--- src/sv/rtss_pkg.sv ---
// Shared types and constants for the relay time switch scheduler.
// No dependencies; used by the channel evaluator, the top level, the checker and the testbench.
`timescale 1ns / 1ps

package rtss_pkg;

  localparam int MinutesPerHour = 60;
  localparam int MinutesPerDay  = 24 * 60;
  localparam int MinW           = 11;   // minute-of-day, covers out-of-range hours too
  localparam int DistW          = 13;   // signed distance between two minute-of-day values
  localparam int JobW           = 13;
  localparam int SlotsMax       = 4;    // register slots per channel
  localparam int NumChan        = 2;
  localparam int CfgIdxW        = 3;

  typedef enum logic [1:0] {
    REQ_TICK     = 2'd0,
    REQ_MANUAL   = 2'd1,
    REQ_POLARITY = 2'd2,
    REQ_RSVD     = 2'd3
  } req_type_e;

  typedef enum logic [1:0] {
    CH_NONE = 2'd0,
    CH_ONE  = 2'd1,
    CH_TWO  = 2'd2,
    CH_BAD  = 2'd3
  } chan_sel_e;

  typedef struct packed {
    logic       enabled;
    logic       action;
    logic [4:0] hour;
    logic [5:0] minute;
  } job_t;

  function automatic logic [MinW-1:0] day_minutes(logic [4:0] hour, logic [5:0] minute);
    return MinW'(hour) * MinW'(MinutesPerHour) + MinW'(minute);
  endfunction

endpackage

--- src/sv/rtss_req_if.sv ---
// Request channel of the relay time switch scheduler: valid/ready plus one request beat.
// No dependencies.
`timescale 1ns / 1ps

interface rtss_req_if;
  logic       valid;
  logic       ready;
  logic [1:0] req_type;
  logic       time_valid;
  logic [4:0] hour_now;
  logic [5:0] minute_now;
  logic [1:0] channel_sel;
  logic       relay_on;
  logic       polarity_low;

  modport source (
    output valid, req_type, time_valid, hour_now, minute_now, channel_sel, relay_on,
           polarity_low,
    input  ready
  );
  modport sink (
    input  valid, req_type, time_valid, hour_now, minute_now, channel_sel, relay_on,
           polarity_low,
    output ready
  );
endinterface

--- src/sv/rtss_rsp_if.sv ---
// Result channel of the relay time switch scheduler: valid/ready plus one status beat.
// No dependencies.
`timescale 1ns / 1ps

interface rtss_rsp_if;
  logic valid;
  logic ready;
  logic relay1_state;
  logic relay2_state;
  logic relay1_level;
  logic relay2_level;
  logic is_active_low;
  logic cmd_error;

  modport source (
    output valid, relay1_state, relay2_state, relay1_level, relay2_level, is_active_low,
           cmd_error,
    input  ready
  );
  modport sink (
    input  valid, relay1_state, relay2_state, relay1_level, relay2_level, is_active_low,
           cmd_error,
    output ready
  );
endinterface

--- src/sv/rtss_chan_eval.sv ---
// Per-channel job evaluation: catch-up (most recently due job) or exact-minute firing.
// Depends on rtss_pkg.
`timescale 1ns / 1ps

module rtss_chan_eval
  import rtss_pkg::*;
#(
  parameter int JOBS_PER_CHANNEL = 4
) (
  input  job_t [JOBS_PER_CHANNEL-1:0] jobs_i,
  input  logic [MinW-1:0]             now_i,
  input  logic                        relay_i,
  output logic                        catch_relay_o,
  output logic                        fire_relay_o
);

  // catch-up: smallest backward distance below a day, lowest slot wins ties
  always_comb begin
    logic signed [DistW-1:0] best;
    logic signed [DistW-1:0] gap;
    best          = DistW'(MinutesPerDay);
    catch_relay_o = relay_i;
    for (int i = 0; i < JOBS_PER_CHANNEL; i++) begin
      gap = $signed({2'b00, now_i})
          - $signed({2'b00, day_minutes(jobs_i[i].hour, jobs_i[i].minute)});
      if (gap < 0) begin
        gap = gap + DistW'(MinutesPerDay);
      end
      if (jobs_i[i].enabled && (gap < best)) begin
        best          = gap;
        catch_relay_o = jobs_i[i].action;
      end
    end
  end

  // exact match: later slot wins
  always_comb begin
    fire_relay_o = relay_i;
    for (int i = 0; i < JOBS_PER_CHANNEL; i++) begin
      if (jobs_i[i].enabled && (day_minutes(jobs_i[i].hour, jobs_i[i].minute) == now_i)) begin
        fire_relay_o = jobs_i[i].action;
      end
    end
  end

endmodule

--- src/sv/relay_time_switch_scheduler.sv ---
// Top level of the two-channel daily relay time switch scheduler.
// Depends on rtss_pkg, rtss_req_if, rtss_rsp_if and rtss_chan_eval.
//
// Usage:
//   req_i  : request beats (time tick, manual relay command, polarity set).
//   rsp_o  : one status beat per request: logical relay states, pin levels,
//            polarity and the bad-channel flag of a manual command.
//   cfg_*  : job table writes, index 0..3 channel one, 4..7 channel two.
//            Write only while no request is in flight.
// Path: an accepted request is held in the request register, then evaluated
//   into the result register, which presents it as a result beat.
// Throughput: one beat per cycle when not stalled; the whole job evaluation
//   for both channels sits between the request and the result register.
// Reset: relays off, active-low polarity, clock not yet synced, job table
//   cleared. No beat is pending after reset.
// Stall: while the result is not taken the request register holds; one more
//   request is still taken into the empty request register, then ready drops.
`timescale 1ns / 1ps

module relay_time_switch_scheduler
  import rtss_pkg::*;
#(
  parameter int JOBS_PER_CHANNEL = 4
) (
  input  logic               clk_i,
  input  logic               rst_ni,
  input  logic               cfg_we_i,
  input  logic [CfgIdxW-1:0] cfg_idx_i,
  input  logic [JobW-1:0]    cfg_data_i,
  rtss_req_if.sink           req_i,
  rtss_rsp_if.source         rsp_o
);

  job_t [NumChan-1:0][JOBS_PER_CHANNEL-1:0] job_q;

  // request register
  logic       s1_valid_q, s1_valid_d;
  logic [1:0] s1_type_q;
  logic       s1_tvalid_q;
  logic [4:0] s1_hour_q;
  logic [5:0] s1_min_q;
  logic [1:0] s1_chan_q;
  logic       s1_on_q;
  logic       s1_pol_q;

  // scheduler state
  logic            relay1_q, relay1_d;
  logic            relay2_q, relay2_d;
  logic            pol_q, pol_d;
  logic            synced_q, synced_d;
  logic [MinW-1:0] last_min_q, last_min_d;
  logic            last_vld_q, last_vld_d;
  logic            err_d;

  // result register
  logic out_valid_q, out_valid_d;
  logic out_r1_q, out_r2_q, out_pol_q, out_err_q;

  logic            advance;
  logic            req_acc;
  logic [MinW-1:0] now;
  logic [NumChan-1:0] catch_rel, fire_rel, cur_rel;

  assign advance     = !out_valid_q || rsp_o.ready;
  assign req_i.ready = !s1_valid_q || advance;
  assign req_acc     = req_i.valid && req_i.ready;
  assign now         = day_minutes(s1_hour_q, s1_min_q);
  assign cur_rel     = {relay2_q, relay1_q};

  for (genvar c = 0; c < NumChan; c++) begin : g_chan
    rtss_chan_eval #(
      .JOBS_PER_CHANNEL(JOBS_PER_CHANNEL)
    ) u_eval (
      .jobs_i       (job_q[c]),
      .now_i        (now),
      .relay_i      (cur_rel[c]),
      .catch_relay_o(catch_rel[c]),
      .fire_relay_o (fire_rel[c])
    );
  end

  always_comb begin
    relay1_d   = relay1_q;
    relay2_d   = relay2_q;
    pol_d      = pol_q;
    synced_d   = synced_q;
    last_min_d = last_min_q;
    last_vld_d = last_vld_q;
    err_d      = 1'b0;
    case (req_type_e'(s1_type_q))
      REQ_TICK: begin
        if (s1_tvalid_q) begin
          if (!synced_q) begin
            synced_d = 1'b1;
            relay1_d = catch_rel[0];
            relay2_d = catch_rel[1];
          end else if (!(last_vld_q && (last_min_q == now))) begin
            relay1_d   = fire_rel[0];
            relay2_d   = fire_rel[1];
            last_min_d = now;
            last_vld_d = 1'b1;
          end
        end
      end
      REQ_MANUAL: begin
        unique case (chan_sel_e'(s1_chan_q))
          CH_ONE:         relay1_d = s1_on_q;
          CH_TWO:         relay2_d = s1_on_q;
          CH_NONE, CH_BAD: err_d   = 1'b1;
          default:        err_d    = 1'b1;
        endcase
      end
      REQ_POLARITY: begin
        pol_d    = s1_pol_q;
        relay1_d = 1'b0;
        relay2_d = 1'b0;
      end
      default: ;
    endcase
  end

  always_comb begin
    s1_valid_d = s1_valid_q;
    if (req_acc) begin
      s1_valid_d = 1'b1;
    end else if (advance) begin
      s1_valid_d = 1'b0;
    end
    out_valid_d = out_valid_q;
    if (s1_valid_q && advance) begin
      out_valid_d = 1'b1;
    end else if (rsp_o.ready) begin
      out_valid_d = 1'b0;
    end
  end

  always_ff @(posedge clk_i or negedge rst_ni) begin
    if (!rst_ni) begin
      s1_valid_q  <= 1'b0;
      out_valid_q <= 1'b0;
      relay1_q    <= 1'b0;
      relay2_q    <= 1'b0;
      pol_q       <= 1'b1;
      synced_q    <= 1'b0;
      last_min_q  <= '0;
      last_vld_q  <= 1'b0;
      job_q       <= '0;
    end else begin
      s1_valid_q  <= s1_valid_d;
      out_valid_q <= out_valid_d;
      if (s1_valid_q && advance) begin
        relay1_q   <= relay1_d;
        relay2_q   <= relay2_d;
        pol_q      <= pol_d;
        synced_q   <= synced_d;
        last_min_q <= last_min_d;
        last_vld_q <= last_vld_d;
      end
      for (int c = 0; c < NumChan; c++) begin
        for (int s = 0; s < JOBS_PER_CHANNEL; s++) begin
          if (cfg_we_i && (cfg_idx_i == CfgIdxW'(c * SlotsMax + s))) begin
            job_q[c][s] <= job_t'(cfg_data_i);
          end
        end
      end
    end
  end

  always_ff @(posedge clk_i) begin
    if (req_acc) begin
      s1_type_q   <= req_i.req_type;
      s1_tvalid_q <= req_i.time_valid;
      s1_hour_q   <= req_i.hour_now;
      s1_min_q    <= req_i.minute_now;
      s1_chan_q   <= req_i.channel_sel;
      s1_on_q     <= req_i.relay_on;
      s1_pol_q    <= req_i.polarity_low;
    end
    if (s1_valid_q && advance) begin
      out_r1_q  <= relay1_d;
      out_r2_q  <= relay2_d;
      out_pol_q <= pol_d;
      out_err_q <= err_d;
    end
  end

  assign rsp_o.valid         = out_valid_q;
  assign rsp_o.relay1_state  = out_r1_q;
  assign rsp_o.relay2_state  = out_r2_q;
  assign rsp_o.relay1_level  = out_r1_q ^ out_pol_q;
  assign rsp_o.relay2_level  = out_r2_q ^ out_pol_q;
  assign rsp_o.is_active_low = out_pol_q;
  assign rsp_o.cmd_error     = out_err_q;

endmodule

--- src/flat_wrapper.sv ---
// flat-port wrapper written by rule: the top's interface ports become plain ports
module relay_time_switch_scheduler_flat import rtss_pkg::*;
#(
  parameter int JOBS_PER_CHANNEL = 4
)
  (clk_i, rst_ni, cfg_we_i, cfg_idx_i, cfg_data_i, req_i_valid, req_i_req_type, req_i_time_valid, req_i_hour_now, req_i_minute_now, req_i_channel_sel, req_i_relay_on, req_i_polarity_low, req_i_ready, rsp_o_valid, rsp_o_relay1_state, rsp_o_relay2_state, rsp_o_relay1_level, rsp_o_relay2_level, rsp_o_is_active_low, rsp_o_cmd_error, rsp_o_ready);
  rtss_req_if req_i_i ();
  rtss_rsp_if rsp_o_i ();
  input  logic clk_i;
  input  logic rst_ni;
  input  logic cfg_we_i;
  input  logic [CfgIdxW-1:0] cfg_idx_i;
  input  logic [JobW-1:0] cfg_data_i;
  input wire logic [$bits(req_i_i.valid)-1:0] req_i_valid;
  input wire logic [$bits(req_i_i.req_type)-1:0] req_i_req_type;
  input wire logic [$bits(req_i_i.time_valid)-1:0] req_i_time_valid;
  input wire logic [$bits(req_i_i.hour_now)-1:0] req_i_hour_now;
  input wire logic [$bits(req_i_i.minute_now)-1:0] req_i_minute_now;
  input wire logic [$bits(req_i_i.channel_sel)-1:0] req_i_channel_sel;
  input wire logic [$bits(req_i_i.relay_on)-1:0] req_i_relay_on;
  input wire logic [$bits(req_i_i.polarity_low)-1:0] req_i_polarity_low;
  output wire logic [$bits(req_i_i.ready)-1:0] req_i_ready;
  output wire logic [$bits(rsp_o_i.valid)-1:0] rsp_o_valid;
  output wire logic [$bits(rsp_o_i.relay1_state)-1:0] rsp_o_relay1_state;
  output wire logic [$bits(rsp_o_i.relay2_state)-1:0] rsp_o_relay2_state;
  output wire logic [$bits(rsp_o_i.relay1_level)-1:0] rsp_o_relay1_level;
  output wire logic [$bits(rsp_o_i.relay2_level)-1:0] rsp_o_relay2_level;
  output wire logic [$bits(rsp_o_i.is_active_low)-1:0] rsp_o_is_active_low;
  output wire logic [$bits(rsp_o_i.cmd_error)-1:0] rsp_o_cmd_error;
  input wire logic [$bits(rsp_o_i.ready)-1:0] rsp_o_ready;
  assign req_i_i.valid = req_i_valid;
  assign req_i_i.req_type = req_i_req_type;
  assign req_i_i.time_valid = req_i_time_valid;
  assign req_i_i.hour_now = req_i_hour_now;
  assign req_i_i.minute_now = req_i_minute_now;
  assign req_i_i.channel_sel = req_i_channel_sel;
  assign req_i_i.relay_on = req_i_relay_on;
  assign req_i_i.polarity_low = req_i_polarity_low;
  assign req_i_ready = req_i_i.ready;
  assign rsp_o_valid = rsp_o_i.valid;
  assign rsp_o_relay1_state = rsp_o_i.relay1_state;
  assign rsp_o_relay2_state = rsp_o_i.relay2_state;
  assign rsp_o_relay1_level = rsp_o_i.relay1_level;
  assign rsp_o_relay2_level = rsp_o_i.relay2_level;
  assign rsp_o_is_active_low = rsp_o_i.is_active_low;
  assign rsp_o_cmd_error = rsp_o_i.cmd_error;
  assign rsp_o_i.ready = rsp_o_ready;
  relay_time_switch_scheduler #(.JOBS_PER_CHANNEL(JOBS_PER_CHANNEL)) u_core (.clk_i(clk_i), .rst_ni(rst_ni), .cfg_we_i(cfg_we_i), .cfg_idx_i(cfg_idx_i), .cfg_data_i(cfg_data_i), .req_i(req_i_i), .rsp_o(rsp_o_i));
endmodule
--- config.mk ---
export PLATFORM = sky130hd
export DESIGN_NAME = relay_time_switch_scheduler_flat
export DESIGN_NICKNAME = d
export VERILOG_FILES = /design/src/sv/rtss_pkg.sv /design/src/sv/rtss_req_if.sv /design/src/sv/rtss_rsp_if.sv /design/src/sv/rtss_chan_eval.sv /design/src/sv/relay_time_switch_scheduler.sv /design/src/flat_wrapper.sv
export SDC_FILE = /design/constraint.sdc
export NUM_CORES = 1
export LEC_CHECK = 0
export ABC_AREA = 1
export BUFFER_PORTS_ARGS = -buffer_cell sky130_fd_sc_hd__buf_4
export CELL_PAD_IN_SITES_DETAIL_PLACEMENT = 0
export CELL_PAD_IN_SITES_GLOBAL_PLACEMENT = 1
export CORE_MARGIN = 3
export CORE_UTILIZATION = 35
export DETAILED_ROUTE_END_ITERATION = 10
export PLACE_DENSITY_LB_ADDON = 0.08
export SLEW_MARGIN = 40
export SYNTH_ARGS = -nofsm -noshare
export SYNTH_HDL_FRONTEND = slang
export SYNTH_SLANG_ARGS = --single-unit
--- constraint.sdc ---
create_clock -name clk_i -period 12.45 [get_ports clk_i]
set_input_delay 1.245 -clock clk_i [delete_from_list [all_inputs] [get_ports clk_i]]
set_output_delay 1.245 -clock clk_i [all_outputs]
set_load 0.005 [all_outputs]
==> results of run 1 <==
[placed cells by master (no fill, tap or decap), types with 4 or more instances in the layout]
cell type | netlist | final
ha_1 | 300 | 300
nand3_2 | 5 | 6
inv_8 | 0 | 4
inv_1 | 424 | 422
nand3_1 | 109 | 108
nor3_1 | 22 | 21
nor2_1 | 138 | 138
a21oi_1 | 162 | 162
inv_2 | 4 | 5
xor2_1 | 136 | 135
a31oi_1 | 7 | 7
xnor2_1 | 56 | 54
clkbuf_16 | 0 | 18
nand2_4 | 4 | 4
fa_1 | 80 | 80
a211oi_1 | 12 | 12
nand2_2 | 19 | 22
or2_2 | 16 | 16
o21ai_1 | 5 | 5
o211ai_1 | 10 | 10
nor4_1 | 5 | 5
and2_1 | 7 | 7
dfrtp_1 | 121 | 121
nand2_1 | 569 | 566
nor2_2 | 8 | 8
nand4_1 | 40 | 40
o21bai_1 | 9 | 9
buf_4 | 1 | 54
clkinvlp_4 | 0 | 6
nand3b_1 | 14 | 14
edfxtp_1 | 22 | 22
a21o_1 | 7 | 7
o21ai_0 | 197 | 197
[through the flow]
stage               setup slack (ns)  hold WS (ns)  instances  area [um^2]  utilization (%)
global placement                1.49         0.468       3291        20300             38.1
detailed placement              1.24         0.466       3291        20300             38.1
finish                          1.29         0.492       3326        20900             39.2
floorplan                       2.42         0.440       2574        19100                -
CTS                             1.23         0.489       3323        20900             39.2
global route                  0.0325         0.507       3323        20900             39.2
[kinds of logic after synthesis]
logic type	count (synthesis)
AOI/OAI and AO/OA	433
xor gates and xnor gates	193
adders and majority gates	380
buffers and inverters	456
DFF	144
muxes	1
and+or+nand+nor	967
[state kept, by name, summed over array words and instances, names as in the netlist, 2 cells and up]
| register | cells |
|---|---|
| u_core.s1_min_q | 6 |
| u_core.s1_hour_q | 5 |
| u_core.s1_chan_q | 2 |
| u_core.last_min_q | 11 |
| u_core.s1_type_q | 2 |
| u_core.job_q | 104 |
[how the worst max path moves through the flow]
| stage | from | endpoint | slack [ns] |
|---|---|---|---|
| finish | u_core.s1_hour_q[2]$_DFFE_PP_ | u_core.rsp_o.relay1_state$_DFFE_PP_ | 1.29 |
| global route | u_core.s1_hour_q[2]$_DFFE_PP_ | u_core.rsp_o.relay1_state$_DFFE_PP_ | 0.03 |
| CTS | u_core.s1_hour_q[2]$_DFFE_PP_ | u_core.rsp_o.relay1_state$_DFFE_PP_ | 1.23 |
| detailed placement | u_core.s1_hour_q[2]$_DFFE_PP_ | u_core.rsp_o.relay1_state$_DFFE_PP_ | 1.24 |
| global placement | u_core.s1_hour_q[2]$_DFFE_PP_ | u_core.rsp_o.relay1_state$_DFFE_PP_ | 1.49 |
| floorplan | u_core.s1_hour_q[2]$_DFFE_PP_ | u_core.rsp_o.relay2_state$_DFFE_PP_ | 2.42 |
[layout make-up]
class / instances / area (um^2) / area share (%)
clock inverter: 14 / 118 / 0.564
multi-input combinational: 1974 / 13700 / 65.5
antenna: 3 / 7.51 / 0.0360
timing repair buffer: 56 / 428 / 2.05
inverter: 429 / 1610 / 7.73
sequential: 144 / 3710 / 17.8
clock buffer: 18 / 450 / 2.16
tap: 688 / 861 / 4.12
[tightest hold or removal path: cells and delay by family, from the launching register on]
family,cells,cell delay (ns)
AND/OR/NAND/NOR,1,0.05
flip-flops,1,0.35
AO/OA/AOI/OAI,1,0.06
[per-layer routing]
layer	GRT usage (%)	share of wire [%]
met4	5.92	2.6
met3	2.48	3.5
met2	32.2	45
met1	27.2	49
met5	0	0
[synthesized netlist by cell type, types with 40 or more instances]
library cell | instances | share of area (%)
fa_1 | 80 | 8.4
o21ai_0 | 197 | 5.2
nand2_1 | 569 | 11
nor2_1 | 138 | 2.7
ha_1 | 300 | 20
dfrtp_1 | 121 | 16
inv_1 | 424 | 8.3
xnor2_1 | 56 | 2.6
a21oi_1 | 162 | 4.3
xor2_1 | 136 | 6.2
nand4_1 | 40 | 1.3
nand3_1 | 109 | 2.9
[timing repair]
action                                  in CTS  in global routing
endpoints found under the setup margin       0                  2
buffers inserted                             0                  0
resized for setup                            0                  1
hold buffers                                 0                  0
==> flow_metrics.env, run 1 <==
export IMPL_port_buffers=46
export IMPL_finalSetupViolCount=0
export IMPL_finalClockSkew_ns=0.0102
export IMPL_fillers=5622
export IMPL_async_flop_share_pct=84.7
export IMPL_synth_compound_area_share_pct=12.4
export IMPL_htree_levels=4
export IMPL_fp_dieW_um=239
export IMPL_fin_crit_ns=11.16
export IMPL_synth_flop_cell="dfrtp_1"
export IMPL_synth_edf_count=22
export IMPL_rsz0062_at_grt="no"
export IMPL_numClockSinks=144
export IMPL_final_max_slew_viol_count=0
export IMPL_die_area_mm2=0.0573
export IMPL_cp_depth=64
export IMPL_start_util_pct=35.9
export IMPL_syn_area_mm2=0.0191
export IMPL_wl_per_cell_um=16.5
export IMPL_finalNetCount=3041
export IMPL_cpMaxStageDelayCell="fa_1"
export IMPL_synth_warnings=0
export IMPL_fin_crit_sh_pct=89.6
export IMPL_maxCapViolCount=0
export IMPL_tightest_slew_ns=0.861
export IMPL_grt_max_degree=63
export IMPL_cts_root_buf="clkbuf_16"
export IMPL_core_area_mm2=0.0532
export IMPL_cp_top_family="simple AND/OR/NAND/NOR gates"
export IMPL_synth_simple_gate_area_share_pct=22.1
export IMPL_grt_ovfl_total=0
export IMPL_grt_usage_pct=19.7
export IMPL_numCtsBuffers=17
export IMPL_crit_arrival_ns=11.38
export IMPL_critical_path_most_common_cell="nand2_1"
export IMPL_worstSetupPathType="reg2reg"
export IMPL_r2r_start="u_core.s1_hour_q[2]$_DFFE_PP_"
export IMPL_cp_data_required_time_ns=12.67
export IMPL_cp_slowest_stage_delay_ns=0.51
export IMPL_muxShareOfSynthArea_pct=0.0525
export IMPL_reg2reg_depth=64
export IMPL_reg2reg_to="u_core.rsp_o.relay1_state$_DFFE_PP_"
export IMPL_synth_seq_cells=144
export IMPL_dr_pass1_iters=7
export IMPL_synth_top_family_by_area="adder cells"
export IMPL_hold_path_startpoint="u_core.job_q[1]$_DFFE_PN0P_"
export IMPL_first_global_vias=15800
export IMPL_syn2layout_area_growth_pct=9.45
export IMPL_crit_fanout=27
export IMPL_synth_cell_type_count=57
export IMPL_hold_path_depth=2
export IMPL_io_pins=47
export IMPL_post_dp_hpwl_um=43700
export IMPL_synthAdderAreaFrac_pct=28.1
export IMPL_synth_xor_area_share_pct=8.90
export IMPL_synth_net_count=2993
export IMPL_antenna_found_initial=5
export IMPL_cts_path_max_buffers=2
export IMPL_worstHoldEndpoint="u_core.job_q[1]$_DFFE_PN0P_"
export IMPL_cts_tree="built"
export IMPL_postSynthAreaPerCell_um2=7.41
export IMPL_yosysSeqAreaShare_pct=19.5
export IMPL_vias_per_cell=4.87
export IMPL_globalplace_congestion=0.857
export IMPL_die_height_um=239
export IMPL_hold_viol=0
export IMPL_critPathCaptureType="flop"
export IMPL_fmax_mhz=89.6
export IMPL_clk_latency_ns=0.46
export IMPL_startpoint_type="flop"
export IMPL_postRouteAntennaNets=0
export IMPL_wirelength_um=54900
export IMPL_r2r_setup_slack_ns=1.29
export IMPL_synthCells=2574
export IMPL_drc=0
export IMPL_grt_pass1_wl_um=86500
export IMPL_vias=16200
export IMPL_row_count=84
export IMPL_slew_headroom_pct=42.5
export IMPL_drive_gt1_share_pct=6.34
export IMPL_hold_path_class="reg2reg"
export IMPL_drt_iter0_drc=732
export IMPL_status="completed"
export IMPL_tns_ns=0
export IMPL_clkTransAtPathRegs_ns=0.07
export IMPL_timing_critical_path_buf_inv=6
Power of run 1 is left out: the tool's default activity adds up to more than one toggle a clock period on the data nets, which glitch-free logic cannot reach.
==> run 2: changes to the inputs <==
- ABC_CLOCK_PERIOD_IN_PS: not set -> 8950
- CAP_MARGIN: not set -> 20
- clock period: 12.45 -> 8.95 ns (I/O delays scaled with it)
==> flow_metrics.env, run 2 (synthesized netlist as in run 1, its figures left out) <==
export IMPL_largest_register="u_core.job_q"
export IMPL_first_global_vias=17600
export IMPL_utilization_pct=47.6
export IMPL_dp_cells=3640
export IMPL_hold_viol=0
export IMPL_mostFrequentLayoutCells="nand2_1, buf_4, inv_1"
export IMPL_htree_levels=4
export IMPL_port_buffers=46
export IMPL_cp_depth=64
export IMPL_dr_pass1_iters=7
export IMPL_critPathCaptureType="flop"
export IMPL_failed_checks="setup timing"
export IMPL_fmax_mhz=102
export IMPL_finalNetCount=3447
export IMPL_tightest_slew_ns=0.784
export IMPL_fin_crit_ns=9.81
export IMPL_cp_data_required_time_ns=9.16
export IMPL_drive_gt1_share_pct=25.1
export IMPL_worstSetupPathType="reg2reg"
export IMPL_fillers=5366
export IMPL_grt_usage_pct=21.1
export IMPL_cts_hold_fix_buffers=0
export IMPL_cts_tree="built"
export IMPL_cts_path_max_buffers=2
export IMPL_grt_max_degree=70
export IMPL_num_antenna_cells=0
export IMPL_wirelength_um=60400
export IMPL_hold_ws_ns=0.408
export IMPL_postRouteAntennaNets=0
export IMPL_hold_path_class="in2async"
export IMPL_slew_headroom_pct=47.6
export IMPL_startpoint_type="flop"
export IMPL_start_util_pct=35.9
export IMPL_timing_critical_path_buf_inv=11
export IMPL_finalSetupViolCount=4
export IMPL_row_count=84
export IMPL_io_pins=47
export IMPL_final_common_cell="nand2_1"
export IMPL_tns_ns=-3.37
export IMPL_reg2reg_depth=64
export IMPL_clk_latency_ns=0.45
export IMPL_antenna_found_initial=1
export IMPL_critical_path_most_common_cell="nand2_1"
export IMPL_grt_pass1_wl_um=93800
export IMPL_final_max_slew_viol_count=0
export IMPL_fin_crit_sh_pct=110
export IMPL_clkTransAtPathRegs_ns=0.07
export IMPL_cp_slowest_stage_delay_ns=0.57
export IMPL_numClockSinks=144
export IMPL_grt_ovfl_total=0
export IMPL_crit_arrival_ns=10.02
export IMPL_maxCapViolCount=0
export IMPL_reg_top3="u_core.job_q (104), u_core.last_min_q (11), u_core.s1_min_q (6)"
export IMPL_post_dp_hpwl_um=48100
export IMPL_status="finished, violations left"
export IMPL_vias_per_cell=4.85
export IMPL_cpMaxStageDelayCell="fa_1"
export IMPL_cp_top_family="adder cells"
export IMPL_setup_ws_ns=-0.855
export IMPL_syn2layout_area_growth_pct=32.7
export IMPL_fin_cells=3729
export IMPL_largest_register_ffs=104
export IMPL_numCtsBuffers=17
export IMPL_fp_dieW_um=239
export IMPL_crit_fanout=6
export IMPL_drt_iter0_drc=905
export IMPL_vias=18100
export IMPL_globalplace_congestion=0.860
export IMPL_core_area_mm2=0.0532
export IMPL_die_area_mm2=0.0573
export IMPL_finalClockSkew_ns=0.0103
export IMPL_drc=0
export IMPL_rsz0062_at_grt="yes"
export IMPL_cts_root_buf="clkbuf_16"
export IMPL_wl_per_cell_um=16.2
export IMPL_die_height_um=239
==> run 2: worst register-to-register path: cells and delay by family, from the launching register on <==
kind	cells	cell delay (ns)
AND/OR/NAND/NOR	35	3.13
XOR/XNOR	1	0.19
flip-flops	1	0.36
AO/OA/AOI/OAI	9	1.42
adder cells (fa/ha/maj)	8	3.14
buffers and inverters	11	1.30
==> run 2: final timing paths <==
kind | startpoint | endpoint | slack, ns
min in group clk_i | u_core.last_vld_q$_DFFE_PN0P_ | u_core.last_vld_q$_DFFE_PN0P_ | 0.48
worst max register to register | u_core.s1_hour_q[1]$_DFFE_PP_ | u_core.rsp_o.relay2_state$_DFFE_PP_ | -0.86
worst max-delay path | u_core.s1_hour_q[1]$_DFFE_PP_ | u_core.rsp_o.relay2_state$_DFFE_PP_ | -0.86
worst min register to register | u_core.last_vld_q$_DFFE_PN0P_ | u_core.last_vld_q$_DFFE_PN0P_ | 0.48
worst min-delay path | rst_ni | u_core.job_q[102]$_DFFE_PN0P_ | 0.41
max in group asynchronous | rst_ni | u_core.job_q[5]$_DFFE_PN0P_ | 7.46
==> run 2: area by class of cell <==
class | count | area (um^2) | share of cell area (%)
Multi-Input combinational cell | 1980 | 15000 | 59.3
Sequential cell | 144 | 3710 | 14.7
Inverter | 429 | 1630 | 6.42
Tap cell | 688 | 861 | 3.40
Clock inverter | 13 | 129 | 0.509
Timing Repair Buffer | 456 | 3540 | 14.0
Clock buffer | 19 | 443 | 1.75
==> run 2: per-stage QoR <==
stage,worst slack (ns),area [um^2]
after floorplan,-0.112,19200
after global placement,-0.936,23000
after detailed placement,-1.13,23000
after CTS,-0.703,24200
after global routing,-1.48,25300
final,-0.855,25300
==> run 2: what timing repair did <==
item	4_1_cts	5_1_grt
pin swaps	31	109
gates resized for setup	77	196
gates cloned	5	3
endpoints found under the setup margin	4	4
buffers inserted	19	33
endpoints found under the hold margin	0	0
==> run 2: routing by layer <==
layer | vias up | GRT usage, % | share of wire [%]
li1 | 9287 | - | -
met1 | 8496 | 29.2 | 49
met2 | 250 | 35.0 | 46
met3 | 47 | 2.88 | 3.3
met4 | 0 | 4.64 | 1.6
met5 | - | 0 | 0
Power of run 2 is left out for the same reason.
==> run 3: changes to the inputs <==
- ABC_CLOCK_PERIOD_IN_PS: 8950 -> 11030
- clock period: 8.95 -> 11.03 ns (I/O delays scaled with it)
==> flow_metrics.env, run 3 (synthesized netlist as in run 1, its figures left out) <==
export IMPL_status="completed"
export IMPL_cp_data_required_time_ns=11.25
export IMPL_timing_critical_path_buf_inv=4
export IMPL_cp_slowest_stage_delay_ns=0.58
export IMPL_antenna_found_initial=7
export IMPL_crit_arrival_ns=10.49
export IMPL_clkTransAtPathRegs_ns=0.07
export IMPL_grt_max_degree=71
export IMPL_fmax_mhz=97.4
export IMPL_numClockSinks=144
export IMPL_final_common_cell="nand2_1"
export IMPL_grt_usage_pct=20.4
export IMPL_grt_ovfl_total=0
export IMPL_cp_top_family="simple AND/OR/NAND/NOR gates"
export IMPL_setup_ws_ns=0.765
export IMPL_cpMaxStageDelayCell="fa_1"
export IMPL_drt_iter0_drc=880
export IMPL_fin_crit_ns=10.27
export IMPL_die_area_mm2=0.0573
export IMPL_wl_per_cell_um=17.2
export IMPL_hold_path_class="reg2reg"
export IMPL_cts_path_max_buffers=2
export IMPL_numCtsBuffers=17
export IMPL_startpoint_type="flop"
export IMPL_grt_pass1_wl_um=89600
export IMPL_first_global_vias=16200
export IMPL_maxCapViolCount=0
export IMPL_globalplace_congestion=0.896
export IMPL_slew_headroom_pct=41.7
export IMPL_pre_cts_ws_ns=-0.0168
export IMPL_largest_register_ffs=104
export IMPL_clk_latency_ns=0.46
export IMPL_place_area_mm2=0.0204
export IMPL_syn2layout_area_growth_pct=11.4
export IMPL_final_max_slew_viol_count=0
export IMPL_vias=16600
export IMPL_fp_dieW_um=239
export IMPL_mostFrequentLayoutCells="nand2_1, inv_1, ha_1"
export IMPL_post_dp_hpwl_um=45900
export IMPL_reg_top3="u_core.job_q (104), u_core.last_min_q (11), u_core.s1_min_q (6)"
export IMPL_cts_tree="built"
export IMPL_critical_path_most_common_cell="nand2_1"
export IMPL_dr_pass1_iters=8
export IMPL_fin_crit_sh_pct=93.1
export IMPL_io_pins=47
export IMPL_cts_root_buf="clkbuf_16"
export IMPL_start_util_pct=35.9
export IMPL_tightest_slew_ns=0.873
export IMPL_largest_register="u_core.job_q"
export IMPL_port_buffers=46
export IMPL_crit_fanout=10
export IMPL_finalNetCount=3069
export IMPL_drive_gt1_share_pct=8.45
export IMPL_vias_per_cell=4.94
export IMPL_finalClockSkew_ns=0.0122
export IMPL_htree_levels=4
export IMPL_finalSetupViolCount=0
export IMPL_hold_ws_ns=0.488
export IMPL_hold_viol=0
export IMPL_final_area_mm2=0.0212
export IMPL_postRouteAntennaNets=0
export IMPL_utilization_pct=40.0
export IMPL_worstSetupPathType="reg2reg"
export IMPL_fillers=5588
export IMPL_cts_hold_fix_buffers=0
export IMPL_drc=0
export IMPL_wirelength_um=57500
export IMPL_row_count=84
export IMPL_core_area_mm2=0.0532
export IMPL_critPathCaptureType="flop"
export IMPL_die_height_um=239
[run 3: cell count changes in the layout (fill, tap and decap cells not counted), sizes merged]
cell      change
buf         -377
inv           +2
clkbuf        +2
clkinvlp      -2
diode         +2
clkinv        -3
[run 3: worst paths after layout]
path / start / to / slack [ns] / cells after the start
min reg2reg: u_core.job_q[40]$_DFFE_PN0P_ / u_core.job_q[40]$_DFFE_PN0P_ / 0.49 / 2
max reg2reg: u_core.s1_hour_q[0]$_DFFE_PP_ / u_core.rsp_o.relay2_state$_DFFE_PP_ / 0.76 / 58
max: u_core.s1_hour_q[0]$_DFFE_PP_ / u_core.rsp_o.relay2_state$_DFFE_PP_ / 0.76 / 58
max in group asynchronous: rst_ni / u_core.last_min_q[9]$_DFFE_PN0P_ / 9.30 / 2
min: u_core.job_q[40]$_DFFE_PN0P_ / u_core.job_q[40]$_DFFE_PN0P_ / 0.49 / 2
min in group asynchronous: rst_ni / u_core.job_q[62]$_DFFE_PN0P_ / 0.61 / 1
[run 3: routing by layer]
metal	global-route usage (%)	wire length (um)	vias up	share of wire, %
li1	-	-	8545	-
met1	28.0	27700	7725	48
met2	34.8	26800	258	47
met3	2.11	2110	44	3.7
met4	4.18	942	0	1.6
met5	0	0	-	0
[run 3: area by class of cell]
| cell class | count | area, um^2 | share of cell area, % |
|---|---|---|---|
| multi-input combinational | 1980 | 13900 | 65.5 |
| sequential | 144 | 3710 | 17.5 |
| inverter | 429 | 1610 | 7.58 |
| tap | 688 | 861 | 4.05 |
| timing repair buffer | 78 | 593 | 2.79 |
| clock buffer | 22 | 444 | 2.09 |
| clock inverter | 10 | 104 | 0.489 |
| antenna | 2 | 5.00 | 0.0236 |
[run 3: through the flow]
stage / cells / TNS, ns
after floorplan: 2574 / 0
after CTS: 3337 / 0
after global routing: 3351 / -0.0491
final: 3353 / 0
after global placement: 3305 / 0
after detailed placement: 3305 / -0.0168
[run 3: what timing repair did]
action | 4_1_cts | 5_1_grt
pin swaps | 0 | 7
cloned | 0 | 6
endpoints found under the setup margin | 2 | 4
gates resized for setup | 2 | 47
buffers inserted | 0 | 8
endpoints found under the hold margin | 0 | 0
[run 3: worst min-delay path, stage by stage (launching register included)]
cell     delay (ns)
dfrtp_1        0.34
nand2_1        0.05
o21ai_0        0.06
Power of run 3 is left out for the same reason.
